`src/hdl/sscap_isqrt.sv`:
```
`default_nettype none

// Pipelined floored integer square root, two result bits per stage.
module sscap_isqrt #(
	parameter int ROOT_W = 24,
	parameter int SIDE_W = 8
) (
	input  wire logic                  clk,
	input  wire logic                  arst_n,
	input  wire logic                  en,
	input  wire logic                  in_vld,
	input  wire logic [2*ROOT_W-1:0]   radicand,
	input  wire logic [SIDE_W-1:0]     in_side,
	output logic                       out_vld,
	output logic      [ROOT_W-1:0]     root,
	output logic      [SIDE_W-1:0]     out_side
);

	localparam int STAGES = (ROOT_W + 1) / 2;

	logic [2*ROOT_W-1:0] rad_s  [STAGES];
	logic [ROOT_W+1:0]   rem_s  [STAGES];
	logic [ROOT_W-1:0]   root_s [STAGES];
	logic [SIDE_W-1:0]   side_s [STAGES];
	logic                vld_s  [STAGES];

	for (genvar g = 0; g < STAGES; g++) begin : g_stage
		logic [2*ROOT_W-1:0] rad_in;
		logic [ROOT_W+1:0]   rem_in;
		logic [ROOT_W-1:0]   root_in;
		logic [SIDE_W-1:0]   side_in;
		logic                vld_in;
		logic [2*ROOT_W-1:0] rad_nx;
		logic [ROOT_W+1:0]   rem_nx;
		logic [ROOT_W-1:0]   root_nx;

		if (g == 0) begin : g_first
			assign rad_in  = radicand;
			assign rem_in  = '0;
			assign root_in = '0;
			assign side_in = in_side;
			assign vld_in  = in_vld;
		end else begin : g_next
			assign rad_in  = rad_s[g-1];
			assign rem_in  = rem_s[g-1];
			assign root_in = root_s[g-1];
			assign side_in = side_s[g-1];
			assign vld_in  = vld_s[g-1];
		end

		// Two restoring root steps: bring down two radicand bits and try root*4+1.
		always_comb begin : p_step
			logic [ROOT_W+2:0] tmp;
			logic [ROOT_W+2:0] trial;
			logic [ROOT_W+2:0] diff;
			rad_nx  = rad_in;
			rem_nx  = rem_in;
			root_nx = root_in;
			tmp     = '0;
			trial   = '0;
			diff    = '0;
			for (int j = 0; j < 2; j++) begin
				if (g * 2 + j < ROOT_W) begin
					tmp    = {rem_nx[ROOT_W:0], rad_nx[2*ROOT_W-1 -: 2]};
					trial  = {1'b0, root_nx, 2'b01};
					diff   = tmp - trial;
					rad_nx = {rad_nx[2*ROOT_W-3:0], 2'b00};
					if (tmp >= trial) begin
						rem_nx  = diff[ROOT_W+1:0];
						root_nx = {root_nx[ROOT_W-2:0], 1'b1};
					end else begin
						rem_nx  = tmp[ROOT_W+1:0];
						root_nx = {root_nx[ROOT_W-2:0], 1'b0};
					end
				end
			end
		end

		always_ff @(posedge clk or negedge arst_n) begin
			if (!arst_n) begin
				vld_s[g] <= 1'b0;
			end else if (en) begin
				vld_s[g] <= vld_in;
			end
		end

		always_ff @(posedge clk) begin
			if (en) begin
				rad_s[g]  <= rad_nx;
				rem_s[g]  <= rem_nx;
				root_s[g] <= root_nx;
				side_s[g] <= side_in;
			end
		end
	end

	assign out_vld  = vld_s[STAGES-1];
	assign root     = root_s[STAGES-1];
	assign out_side = side_s[STAGES-1];

endmodule

`default_nettype wire

```
`config.mk`:
```
export PLATFORM = sky130hd
export DESIGN_NAME = sscap_isqrt
export DESIGN_NICKNAME = d
export VERILOG_FILES = /design/src/hdl/sscap_isqrt.sv
export SDC_FILE = /design/constraint.sdc
export NUM_CORES = 2
export LEC_CHECK = 0
export ABC_CLOCK_PERIOD_IN_PS = 7100
export BUFFER_PORTS_ARGS = -buffer_cell sky130_fd_sc_hd__buf_4
export CAP_MARGIN = 10
export CORE_MARGIN = 3
export CORE_UTILIZATION = 29
export DETAILED_ROUTE_END_ITERATION = 8
export PLACE_DENSITY = 0.42
export SYNTH_ARGS = -nofsm -noshare
export SYNTH_HDL_FRONTEND = slang
export SYNTH_SLANG_ARGS = --single-unit
```
`constraint.sdc`:
```
create_clock -name clk -period 7.1 [get_ports clk]
set_clock_uncertainty 0.2 [all_clocks]
set_input_delay 0.71 -clock clk [delete_from_list [all_inputs] [get_ports clk]]
set_output_delay 0.71 -clock clk [all_outputs]
set_load 0.01 [all_outputs]
```
## Word level (Yosys, flattened, before mapping)

Memories as Yosys holds them, arrays and structs flattened.
Cells that the tools add are included.

| word-level totals | value |
|---|---|
| register bits | 12 |
| memory bits (writable) | 1224 |
| output and inout bits | 33 |
| input port bits | 60 |
| bits in read-only memories | 0 |
| memories | 4 |
| logic and storage cells | 114 |
| latch bits | 0 |

Memories:

| memory | depth | bits a word | rd ports | clocked after Yosys merged registers in | write ports | RTL line | RTL |
|---|---|---|---|---|---|---|---|
| rad_s | 12 | 44 | 11 | 0 | 12 | 21 | `logic [2*ROOT_W-1:0] rad_s [STAGES];` |
| rem_s | 12 | 26 | 11 | 0 | 12 | 22 | `logic [ROOT_W+1:0] rem_s [STAGES];` |
| root_s | 12 | 24 | 12 | 0 | 12 | 23 | `logic [ROOT_W-1:0] root_s [STAGES];` |
| side_s | 12 | 8 | 12 | 0 | 12 | 24 | `logic [SIDE_W-1:0] side_s [STAGES];` |

| operators by class | value |
|---|---|
| multiplexer cells | 50 |
| reduce and logical (&&, ||, !) cells | 0 |
| $lt $le $gt $ge | 24 |
| div/mod/pow operators | 0 |
| shifts and indexed selects | 0 |
| $add $sub $neg | 24 |
| equal/unequal tests | 0 |
| bitwise operators | 0 |
| multipliers | 0 |

Operator list:

| cell | count |
|---|---|
| $ge A27 B26 Y1 | 22 |
| $mux W26 | 12 |
| $mux W25 | 12 |
| $sub A26 B26 Y26 | 11 |
| $sub A25 B25 Y25 | 11 |
| $ge A27 B3 Y1 | 1 |
| $mux W1 | 26 |
| $sub A26 B3 Y26 | 1 |
| $sub A2 B1 Y3 const B | 1 |
| $ge A2 B1 Y1 const B | 1 |

## Longest topological paths before layout

An unclocked memory read counts as a cell.

| depth | value |
|---|---|
| depth in word-level cells | 5 |
| gate-level depth with buffers | 26 |

## Worst setup path after synthesis

OpenSTA, ideal clock, no wires.

| path | value |
|---|---|
| kind | register to register |
| start point | memory rem_s[5][8] in the netlist's numbering |
| end point | memory rem_s[6][6] in the netlist's numbering, data pin |
| data arrival time | 5401 ps |
| required time | 6644 ps |
| cell stages (with the launch flop) | 22 |
| library setup time | 256 ps |
| setup slack | 1243 ps |
| cell sequence | edfxtp_1 -> ha_1 -> a21oi_1 -> o21ai_0 -> a2111oi_0 -> o211ai_2 -> clkbuf_1 -> clkbuf_1 -> a21oi_1 -> ha_1 -> a21o_1 -> a21o_1 -> a21oi_1 -> o211ai_1 -> a211o_1 -> a221o_1 -> nor4b_1 -> and2_1 -> buf_2 -> buf_2 -> inv_1 -> a31o_2 |

RTL lines:

| item | RTL line |
|---|---|
| start, declared | 22 |

==> reports/results.txt <==
Status -> finished clean
Layout area overhead -> 15.6%
H-tree depth -> 3
Layout cells sized above 1 -> 9.56%
Crit path launch type -> flip-flop
Pin count of the biggest net entering global routing -> 160
Final setup vio count -> 0
Pleak -> 21.1 nW
Worst Setup SP -> root_s[1][84]$_DFFE_PP_
Top cells by area, synth -> edfxtp_1, ha_1, xnor2_1
F_max -> 155 MHz
Die width -> 410 um
Cts repair resizes -> 0
Worst min-delay path startpoint -> radicand[47]
Final Max Slew Viols -> 0
Clock Latency Late Sink -> 740 ps
WL met1 -> 63,600 um
Drt pass-1 iters -> 7
Mean post-synth cell area -> 10.8 um2
Worst EP required -> 7320 ps
Crit-path max FO -> 14
Global-route wire length before repair -> 196,000 um
Cell with the most instances after synthesis -> edfxtp_1
Clock power share -> 27.0%
Worst Tran Pin Value -> 966 ps
Final wirelength -> 126,000 um
Register area share after synthesis -> 49.7%
P_sw -> 6.97 mW
Final #Nets -> 4,973
Part of the power in registers -> 34.5%
Sinks on Clock Net -> 787
Die area -> 0.168 mm2
Multi-input logic area -> 0.0224 mm2
Worst EP arrival -> 6660 ps
Post-synth EDFFs -> 775
Hold Vio Cnt, Final -> 0
Setup Crit Path Kind -> reg -> reg
Max Cap Viol -> 0
Top post-synthesis cells by count -> edfxtp_1, nor2_1, ha_1, nand2_1, a21oi_1
Root buf cell -> clkbuf_16
Number of CTS-inserted buffers -> 98
Post-synthesis cell count -> 4,388
Number of primary I/O pins -> 93
Netlist Area Pre-Place -> 0.0474 mm2
Total gr overflow -> 0
Initial core utilization -> 29.4%
Sw frac -> 36.2%
Synthesized flop and latch total -> 787
Met3 WL post-DR -> 6210 um
Combinational share of power -> 38.4%
RR Startpoint -> root_s[1][84]$_DFFE_PP_
Row Count -> 147
Cell-internal power -> 12.3 mW
Min-delay worst type -> in -> reg
Core area -> 0.161 mm2
Residual DRC count -> 0
GRT Total Usage -> 14.7%
Crit. End Element -> flip-flop
Post-route ant nets -> 0
Setup Fix Bufs, Post-CTS -> 0
PwrDens -> 351 mW/mm2
Fin crit share -> 90.7%
Crit path time final -> 6440 ps
Metal2 WL -> 53,700 um
Largest area contributor in the netlist -> edfxtp_1
Most used DFF post-synth -> edfxtp_1
Initial antenna violation count -> 8
Yosys warnings -> 0
Vias -> 33,800
Worst-path clk slew -> 60 ps
Share of the synthesized area in the top cell type -> 49.1%
Die height -> 410 um
Final Util -> 33.9%
Vias per inst -> 4.95
CTS tree -> built
RSZ-0062 raised after global routing -> no
Routed len/inst -> 18.4 um
# fillers -> 16,500
Peak supply drop -> 0.191 mV
Flip-flop and latch area -> 0.0236 mm2
Fraction of registers with async set/reset -> 1.52%
Vias in the first global route -> 32,900
IO Port Bufs -> 92
Relative slew slack -> 35.6%
Uppermost layer routed -> met4
CTS Buffer Depth -> 3
# hold bufs at CTS -> 54
Unique cell type count in the Yosys netlist -> 109
Global placement routability congestion -> 0.863
DP HPWL -> 95,800 um
TNS Setup -> 0 ps
DRT iter0 DRCs -> 2,534
-- cell families after synthesis --
| logic type | count (synthesis) | share of synthesized area (%) |
|---|---|---|
| buffers and inverters | 375 | 3.08 |
| AO/OA/AOI/OAI | 1110 | 15.3 |
| XOR/XNOR | 387 | 7.15 |
| multiplexers | 90 | 2.10 |
| AND/OR/NAND/NOR | 1317 | 14.2 |
| other | 1 | 0.00791 |
| adder cells (fa/ha/maj) | 321 | 8.47 |
| flip-flops | 787 | 49.7 |
-- path summary, 6_finish.rpt --
| kind | end | slack, ps | depth (start not counted) |
|---|---|---|---|
| max | rem_s[8][24]$_DFFE_PP_ | 660 | 21 |
| max in group asynchronous | g_stage[9].vld_in$_DFFE_PN0P_ | 6400 | 2 |
| min | root_s[0][1]$_DFFE_PP_ | 90 | 2 |
| min in group asynchronous | g_stage[5].vld_in$_DFFE_PN0P_ | 140 | 2 |
| min reg2reg | rad_s[4][33]$_DFFE_PP_ | 200 | 0 |
| max reg2reg | rem_s[8][24]$_DFFE_PP_ | 660 | 21 |
-- sequential cells by signal, indices dropped and copies added, names as in the netlist --
register	flops
g_stage.vld_in	11
rad_s	264
side_s	96
root_s	156
rem_s	259
out_vld	1
-- stage by stage --
stage	setup WS [ps]	std cells	total power [mW]	hold slack (ps)	cell area, um2
6_report	663	6838	19.3	93.1	54800
5_1_grt	219	6836	20.7	57.9	54800
4_1_cts	728	6836	19.5	25.1	54800
3_5_place_dp	772	6598	14.1	205	50900
3_3_place_gp	743	6598	14.1	200	50900
2_1_floorplan	1240	4390	12.0	200	47400
-- worst max-delay path: stages, from the launching register on --
cell      delay (ps)
edfxtp_1         450
inv_1            110
ha_1             400
and3_1           280
nand4_1          310
o21bai_1         370
a211oi_1         510
buf_4            240
or2_0            320
inv_1            250
buf_4            250
o21ai_0          280
ha_1             340
nor2b_1          150
o21ai_0          140
nand2b_1          90
nor3_1           250
a21oi_1          170
a21oi_1          320
o21ai_0          210
nor4b_1          380
xnor2_1          110
-- cell type report --
class / instances / share of cell area, %
Timing Repair Buffer: 199 / 3.10
Multi-Input combinational cell: 3228 / 40.9
Sequential cell: 787 / 43.0
Clock inverter: 70 / 1.60
Tap cell: 2160 / 4.93
Antenna cell: 2 / 0.00913
Inverter: 278 / 1.90
Clock buffer: 114 / 4.58
-- cells in the final DEF, fill, tap and decap left out, types with 13 or more instances in the layout --
master         synthesis  routed
ha_1                 321     321
clkinv_2               0      14
mux2i_1               19      19
nor3_1               118     118
o31ai_1               44      44
nor2b_1               45      45
and3_1                30      30
clkbuf_1              65      16
and2_1                35      35
inv_1                274     274
o21ai_0              225     225
dlygate4sd3_1          0      54
a21o_1               143     143
o21bai_1              29      29
xnor2_1              274     274
o211ai_1              33      33
mux2_2                69      69
or3_1                 45      45
nand2_1              321     321
a211oi_1              38      38
buf_4                  2     139
o21a_1                62      62
a31oi_1               28      28
or4_1                 26      26
nor2_1               327     327
nand3b_1              16      16
edfxtp_1             775     775
bufinv_16              0      14
o211a_1               13      13
a21oi_1              316     314
nand3_1               86      86
xor2_1               113     113
clkbuf_16              0      98
nand4_1               47      47
or2_2                 26      26
nor4_1                56      55
clkinv_1               2      25
nor3b_1               14      14
nand2b_1              50      50
-- power groups by stage --
stage | clock, mW | combinational [mW] | sequential, mW
after floorplan | 0 | 5.51 | 6.46
after global placement | 0 | 7.36 | 6.76
after detailed placement | 0 | 7.32 | 6.76
after CTS | 5.43 | 7.40 | 6.67
after global routing | 5.62 | 8.30 | 6.74
final | 5.21 | 7.40 | 6.65
-- metal layers --
layer / vias up / global-route usage (%)
li1: 16800 / -
met3: 125 / 2.49
met2: 650 / 22.0
met1: 16200 / 21.9
met4: 0 / 3.49
met5: - / 0
(Power assumes the default switching activity.)
